File: src/design/dvg_pkg.sv
package dvg_pkg;

    // fixed field widths of the streams and the register port
    localparam int GRID_W   = 6;
    localparam int SCALE_W  = 31;
    localparam int NODE_W   = 5;
    localparam int P_IN_W   = 32;
    localparam int VEL_W    = 32;
    localparam int CFG_IDX_W = 3;
    localparam int CFG_DAT_W = 32;
    localparam int S_DATA_W = 48;
    localparam int M_DATA_W = 96;

    // register indexes
    localparam logic [CFG_IDX_W-1:0] REG_GRID_NX = 3'd0;
    localparam logic [CFG_IDX_W-1:0] REG_GRID_NY = 3'd1;
    localparam logic [CFG_IDX_W-1:0] REG_GRID_NZ = 3'd2;
    localparam logic [CFG_IDX_W-1:0] REG_SCALE_X = 3'd3;
    localparam logic [CFG_IDX_W-1:0] REG_SCALE_Y = 3'd4;
    localparam logic [CFG_IDX_W-1:0] REG_SCALE_Z = 3'd5;

    // request kinds carried on tuser
    localparam logic REQ_LOAD  = 1'b0;
    localparam logic REQ_QUERY = 1'b1;

    // reset values of the registers
    localparam logic [GRID_W-1:0]  GRID_RESET  = 6'd32;
    localparam logic [SCALE_W-1:0] SCALE_RESET = 31'd65536;

    typedef enum logic [1:0] {
        AXIS_X = 2'd0,
        AXIS_Y = 2'd1,
        AXIS_Z = 2'd2
    } t_axis;

    // control that travels with a neighbour pair through the velocity unit
    typedef struct packed {
        logic  valid;
        t_axis axis;
    } t_vel_ctl;

endpackage

File: src/design/dvg_vel.sv
module dvg_vel import dvg_pkg::*; #(
    parameter int PW = 32
) (
    input  logic                 i_clk,
    input  logic                 i_rst_n,
    input  t_vel_ctl             i_ctl,
    input  logic signed [PW-1:0] i_p_next,
    input  logic signed [PW-1:0] i_p_prev,
    input  logic [SCALE_W-1:0]   i_scale,
    output t_vel_ctl             o_ctl,
    output logic [VEL_W-1:0]     o_vel,
    output logic                 o_sat
);

    localparam int DW  = PW + 1;
    localparam int MW  = (DW > 33) ? DW : 33;
    localparam int HW  = MW - 32;
    localparam int PHW = HW + SCALE_W;
    localparam int RW  = MW + 17;

    localparam logic [RW-1:0] NEG_LIMIT = RW'(64'h0000_0000_8000_0000);
    localparam logic [RW-1:0] POS_LIMIT = RW'(64'h0000_0000_7FFF_FFFF);

    t_vel_ctl              r1_ctl, r2_ctl, r3_ctl, r4_ctl, r5_ctl;
    logic signed [DW-1:0]  r1_d;
    logic [SCALE_W-1:0]    r1_scale, r2_scale;
    logic [MW-1:0]         r2_mag;
    logic                  r2_pos, r3_pos, r4_pos;
    logic [63:0]           r3_pl;
    logic [PHW-1:0]        r3_ph;
    logic [RW-1:0]         r4_r;
    logic [VEL_W-1:0]      r5_vel;
    logic                  r5_sat;

    logic signed [DW-1:0]  n_d;
    logic [DW-1:0]         abs_d;
    logic [63:0]           pl_rnd;

    // exact difference of the neighbours
    assign n_d = {i_p_next[PW-1], i_p_next} - {i_p_prev[PW-1], i_p_prev};

    // magnitude of the difference
    assign abs_d = r1_d[DW-1] ? DW'(DW'(0) - r1_d) : DW'(r1_d);

    // round the low product before the shift
    assign pl_rnd = r3_pl + 64'h0000_0000_0000_8000;

    // control (valid and axis) of the stages
    always_ff @(posedge i_clk) begin
        if (!i_rst_n) begin
            r1_ctl <= '0;
            r2_ctl <= '0;
            r3_ctl <= '0;
            r4_ctl <= '0;
            r5_ctl <= '0;
        end else begin
            r1_ctl <= i_ctl;
            r2_ctl <= r1_ctl;
            r3_ctl <= r2_ctl;
            r4_ctl <= r3_ctl;
            r5_ctl <= r4_ctl;
        end
    end

    // datapath: difference, magnitude, products, sum, negation and saturation
    always_ff @(posedge i_clk) begin
        r1_d     <= n_d;
        r1_scale <= i_scale;

        r2_mag   <= MW'(abs_d);
        r2_pos   <= !r1_d[DW-1] && (r1_d != '0);
        r2_scale <= r1_scale;

        r3_pl    <= 64'(r2_mag[31:0]) * 64'(r2_scale);
        r3_ph    <= PHW'(r2_mag[MW-1:32]) * PHW'(r2_scale);
        r3_pos   <= r2_pos;

        r4_r     <= RW'({r3_ph, 16'h0000}) + RW'(pl_rnd[63:16]);
        r4_pos   <= r3_pos;

        if (r4_pos) begin
            if (r4_r > NEG_LIMIT) begin
                r5_vel <= 32'h8000_0000;
                r5_sat <= 1'b1;
            end else begin
                r5_vel <= ~r4_r[VEL_W-1:0] + 32'd1;
                r5_sat <= 1'b0;
            end
        end else begin
            if (r4_r > POS_LIMIT) begin
                r5_vel <= 32'h7FFF_FFFF;
                r5_sat <= 1'b1;
            end else begin
                r5_vel <= r4_r[VEL_W-1:0];
                r5_sat <= 1'b0;
            end
        end
    end

    assign o_ctl = r5_ctl;
    assign o_vel = r5_vel;
    assign o_sat = r5_sat;

endmodule

File: config.mk
export PLATFORM = sky130hd
export DESIGN_NAME = dvg_vel
export DESIGN_NICKNAME = d
export VERILOG_FILES = /design/src/design/dvg_pkg.sv /design/src/design/dvg_vel.sv
export SDC_FILE = /design/constraint.sdc
export NUM_CORES = 2
export LEC_CHECK = 0
export ABC_AREA = 0
export BUFFER_PORTS_ARGS = -buffer_cell sky130_fd_sc_hd__buf_4
export CORE_MARGIN = 2
export CORE_UTILIZATION = 65
export DETAILED_ROUTE_END_ITERATION = 16
export PLACE_DENSITY = 0.94
export SYNTH_ARGS = -nofsm -noshare
export SYNTH_HDL_FRONTEND = slang
export SYNTH_SLANG_ARGS = --single-unit
File: constraint.sdc
create_clock -name i_clk -period 20.5 [get_ports i_clk]
set_input_delay 1.025 -clock i_clk [delete_from_list [all_inputs] [get_ports i_clk]]
set_output_delay 1.025 -clock i_clk [all_outputs]
set_load 0.02 [all_outputs]
### After elaboration in Yosys (flattened, before gate mapping)

Cells that the tools add are included.

* register bits after elaboration: 323
* input bits: 100

* add/sub/neg operators: 5
* multipliers: 2
* magnitude comparators: 2
* mux-type cells: 7
* bitwise gates (word level): 1
* reduce and logical (&&, ||, !) cells: 3

Operators by type and width (count)
* 32-bit two-way mux: 4
* 63-bit by 16-bit adder with 64-bit output, second input constant: 1
* 32-bit by 31-bit multiplier with 63-bit output: 1
* 48-bit by 48-bit adder with 49-bit output: 1
* 49-bit by 31-bit greater-than comparator with 1-bit output, second input constant: 1
* 49-bit by 32-bit greater-than comparator with 1-bit output, second input constant: 1
* 33-bit nonzero test: 1
* 1-bit by 33-bit subtractor with 33-bit output, first input constant: 1
* 32-bit by 32-bit subtractor with 33-bit output: 1
* 32-bit by 1-bit adder with 32-bit output, second input constant: 1
* 1-bit by 31-bit multiplier with 32-bit output: 1
* 32-bit NOT: 1
* 1-bit two-way mux: 3
* 1-bit logical AND: 1
* 1-bit zero test: 1

### Longest topological paths before layout

* depth in word-level cells: 4
* gate-level depth with buffers: 29
* depth with buffers taken out: 26

### Least setup slack after synthesis

OpenSTA, ideal clock, no wires.

* kind: register -> register
* start: register r2_scale[17]
* end: register r3_pl[62]
* library setup time: 0.121 ns
* arrival time: 7.040 ns
* required time: 20.379 ns
* slack: 13.339 ns
* cell stages (with the launch flop): 27
* path buffers: 2
* clock period less this slack: 7.161 ns
* cells stage by stage: dfxtp_1 > clkbuf_1 > and2_1 > fa_1 > inv_1 > fa_1 > inv_1 > fa_1 > inv_1 > fa_1 > inv_1 > fa_1 > fa_1 > fa_1 > fa_1 > ha_1 > clkbuf_1 > nand4_1 > nor2_1 > nand4b_1 > o32ai_1 > o31ai_1 > o41ai_1 > a41oi_1 > a21oi_1 > a21oi_1 > xnor2_1

* word-level cells in the longest chain between the ends: 1

RTL lines
* from (decl): line dvg_vel.sv:26 `logic [SCALE_W-1:0] r1_scale, r2_scale;`
* from (signal assigned): line dvg_vel.sv:72 `r2_scale <= r1_scale;`
* 32-bit by 31-bit multiplier with 63-bit output: line dvg_vel.sv:74 `r3_pl <= 64'(r2_mag[31:0]) * 64'(r2_scale);`
* to (signal assigned): line dvg_vel.sv:74
* to (decl): line dvg_vel.sv:29 `logic [63:0] r3_pl;`

No other way between the ends.
A chain may end at the register's enable or synchronous reset.

### Worst setup path after layout

* start: register r2_scale[6]
* end: register r3_pl[62]

The elaborated chain is that of the path after synthesis.

==> key figures <==
Outcome
  – Status: finished with violations
  – Failing checks: max-capacitance violations, max-slew violations

Placed design
  – Port bufs: 135
  – HPWL Detailed: 86180 um
  – Cell area after placement: 0.04529 sq mm
  – GP Congestion: 0.9519

Logic synthesis
  – Register bit total from synthesis: 307
  – Cells after Synth: 4697
  – Top FF cell, synth: dfxtp_1
  – Ys async rst share: 0%
  – Cell area after synthesis: 0.04364 sq mm
  – Number of synthesized flops with an enable pin: 0
  – Mean area per synthesized cell: 9.292 sq um
  – Syn Nets: 5985
  – Ys Warns: 0
  – Number of distinct library cells after synthesis: 73
  – Sequential-to-total area share from yosys stat: 14.08%

Timing
  – Max frequency: 106.8 MHz
  – Clock Skews: 27.35 ps
  – Final Setup Violations: 0
  – Worst-Margin Slew: 1499 ps
  – Slew headroom: -0.1003%
  – TNS Setup: 0 ps
  – Hold WS: 325.4 ps
  – Fin. max-slew vios: 8
  – Post-layout minimum cycle time: 9360 ps
  – Hold violation count in the final report: 0
  – Fin crit share: 45.66%
  – RSZ-0062 raised after global routing: no

Worst hold path
  – HP Start: r1_scale[19]
  – Min-Delay Endpoint: r2_scale[19]
  – Worst hold stages: 0
  – Worst hold path class: reg -> reg

Routing
  – Initial drt markers: 3775
  – DR vias: 34123
  – DRC viols: 0
  – Drt wl/cell: 21.74 um
  – DRT Pass-1 Iters: 7
  – Overall routed net length: 121600 um
  – Final ANT Viol Nets: 0
  – Vias per cell: 6.101

Critical path
  – Crit-path cells: and2_1 > fa_1 > fa_1 > fa_1 > inv_1 > fa_1 > inv_1 > fa_1 > fa_1 > fa_1 > inv_1 > fa_1 > inv_1 > ha_1 > nand4_1 > nor2_1 > nand4b_1 > o32ai_1 > o31ai_1 > o41ai_1 > a41oi_1 > a21oi_1 > a21oi_1 > xnor2_1
  – Crit path capture type: flop
  – Worst path slowest cell: dfxtp_1
  – Worst setup path start: r2_scale[6]
  – FF-to-FF Start: r2_scale[6]
  – Crit path launch type: flop
  – Crit path max-delay family: adder cells
  – CP max FO: 33
  – Crit Path Category: reg -> reg
  – Crit path top cell by count: fa_1
  – Reg2Reg Depth: 24
  – R2R setup slack: 11140 ps
  – CP max stage delay: 1320 ps
  – Buf/Inv on CP: 4
  – Required @ worst endpoint: 20980 ps
  – WP data arrival: 9830 ps
  – Worst r2r dst: r3_pl[62]

Floorplanning
  – CORE AREA: 0.06680 sq mm
  – Die H: 263.1 um
  – Total I/O pin count: 136
  – Num rows: 95
  – Starting density of the core: 65.33%
  – Die area: 0.06923 sq mm
  – Die span in x: 263.1 um

Clocking
  – CTS Buf Count: 35
  – CTS Buffer Depth: 3
  – Post-CTS Setup Repair Bufs: 0
  – Post-CTS Hold Fix Bufs: 0
  – Reg clk slew, reported paths: 60 ps
  – H-Tree Depth: 2
  – Clock root cell: clkbuf_16
  – Post_cts resized: 0
  – Clk_lat worst skew: 590 ps
  – CTS tree: built
  – Clock sink count: 307

Job
  – # Max-Cap Violations: 1

Layout
  – Synth-to-layout area growth: 6.422%
  – Share of cells above drive strength 1: 5.894%
  – Post-route cell area: 0.04645 sq mm
  – Final Core Density: 69.53%
  – NumNets Final: 5982

Global route
  – Initial antenna violation count: 3
  – Gr ovfl total: 0
  – First-pass GRT wire length: 193200 um
  – Vias in the first global route: 37416
  – Largest net degree at the start of global routing: 38
  – Tot GR Track Use: 35.86%
[worst reg2reg max path, cell delays in order, from the launching register on]
cell and delay (ps):
dfxtp_1 1320, and2_1 310, fa_1 450, fa_1 520, fa_1 530, inv_1 50
fa_1 480, inv_1 60, fa_1 480, fa_1 510, fa_1 520, inv_1 60
fa_1 470, inv_1 40, ha_1 390, nand4_1 180, nor2_1 230, nand4b_1 120
o32ai_1 590, o31ai_1 340, o41ai_1 740, a41oi_1 300, a21oi_1 310, a21oi_1 140
xnor2_1 140
[stage by stage]
step / instances / worst slack (ps)
3_5_place_dp: 5530 / 11600
2_1_floorplan: 4697 / 13340
5_1_grt: 5590 / 10990
6_report: 5593 / 11140
4_1_cts: 5590 / 11490
3_3_place_gp: 5530 / 11920
[worst max path at each step]
stage / to / slack, ps / depth (start not counted)
3_5_place_dp: r3_pl[62] / 11600 / 24
4_1_cts: r3_pl[62] / 11490 / 24
6_report: r3_pl[62] / 11140 / 24
3_3_place_gp: r3_pl[62] / 11920 / 24
5_1_grt: r3_pl[62] / 10990 / 24
2_1_floorplan: r3_pl[62] / 13340 / 26
[logic make-up after synthesis]
| logic type | synth area share (%) |
|---|---|
| mux | 0.04873 |
| flops | 14.08 |
| fa+ha+maj | 48.97 |
| buf+inv | 9.601 |
| compound gates | 6.018 |
| simple gates | 17.69 |
| xor+xnor | 3.592 |
[cells in the final DEF, fill, tap and decap left out, types with 36 or more instances in the layout]
cell     instances
nand3_1         36
fa_1           867
xnor2_1        127
inv_1          889
xor2_1          52
o21ai_0         89
nand2_1        587
buf_4          186
nand4_1         40
dfxtp_1        295
nor2_1          88
and2_1         593
ha_1           321
a21oi_1        113
a21o_1          44
[layout make-up]
class / count / area [sq um]
Inverter: 889 / 3337
Sequential cell: 307 / 6161
Tap cell: 873 / 1092
Clock inverter: 20 / 220.2
Timing Repair Buffer: 186 / 1396
Antenna cell: 3 / 7.507
Clock buffer: 40 / 924.6
Fill cell: 4423 / 20350
Multi-Input combinational cell: 3275 / 33310
[synthesized netlist by cell type (5+ instances only)]
master,n,area share (%)
or2_2,6,0.086
a31oi_1,11,0.16
o311ai_1,20,0.40
nand2b_1,19,0.27
nor2b_1,15,0.22
inv_1,889,7.6
a21o_1,44,0.76
or3_1,12,0.17
nor3_1,25,0.29
nand2_1,587,5.0
o31ai_1,17,0.29
o21ai_0,89,1.0
o21a_1,13,0.22
and3_1,19,0.27
xor2_1,52,1.0
or4_1,8,0.14
nor3b_1,7,0.12
xnor2_1,127,2.5
a21oi_1,113,1.3
fa_1,867,40
o211ai_1,5,0.086
and2_1,593,8.5
nand3b_1,5,0.086
o311ai_0,7,0.14
a211oi_1,14,0.24
nand4_1,40,0.57
ha_1,321,9.2
nand3_1,36,0.41
clkbuf_1,219,1.9
o41ai_1,14,0.28
dfxtp_1,307,14
o21bai_1,17,0.29
nor4_1,17,0.24
nor2_1,88,0.76
[routing by layer]
| layer | GRT usage, % | vias to the layer above | routed length [um] |
|---|---|---|---|
| li1 | - | 14248 | - |
| met1 | 40.51 | 16269 | 39340 |
| met2 | 57.07 | 2665 | 54630 |
| met3 | 14.32 | 937 | 17910 |
| met4 | 22.35 | 4 | 9682 |
| met5 | 0 | - | 25 |
[flip-flops by register name (all words and copies together) (netlist names)]
| register | count |
|---|---|
| o_sat | 1 |
| r4_ctl | 3 |
| r3_ctl | 3 |
| r2_scale | 31 |
| r4_r | 49 |
| r2_pos | 1 |
| r2_mag | 33 |
| r3_ph | 31 |
| r4_pos | 1 |
| r1_ctl | 3 |
| o_vel | 32 |
| r2_ctl | 3 |
| o_ctl | 3 |
| r3_pos | 1 |
| r1_d | 33 |
| r3_pl | 48 |
| r1_scale | 31 |
Power is left out: the tool's default activity adds up to more than one toggle a clock period on the data nets, which glitch-free logic cannot reach.
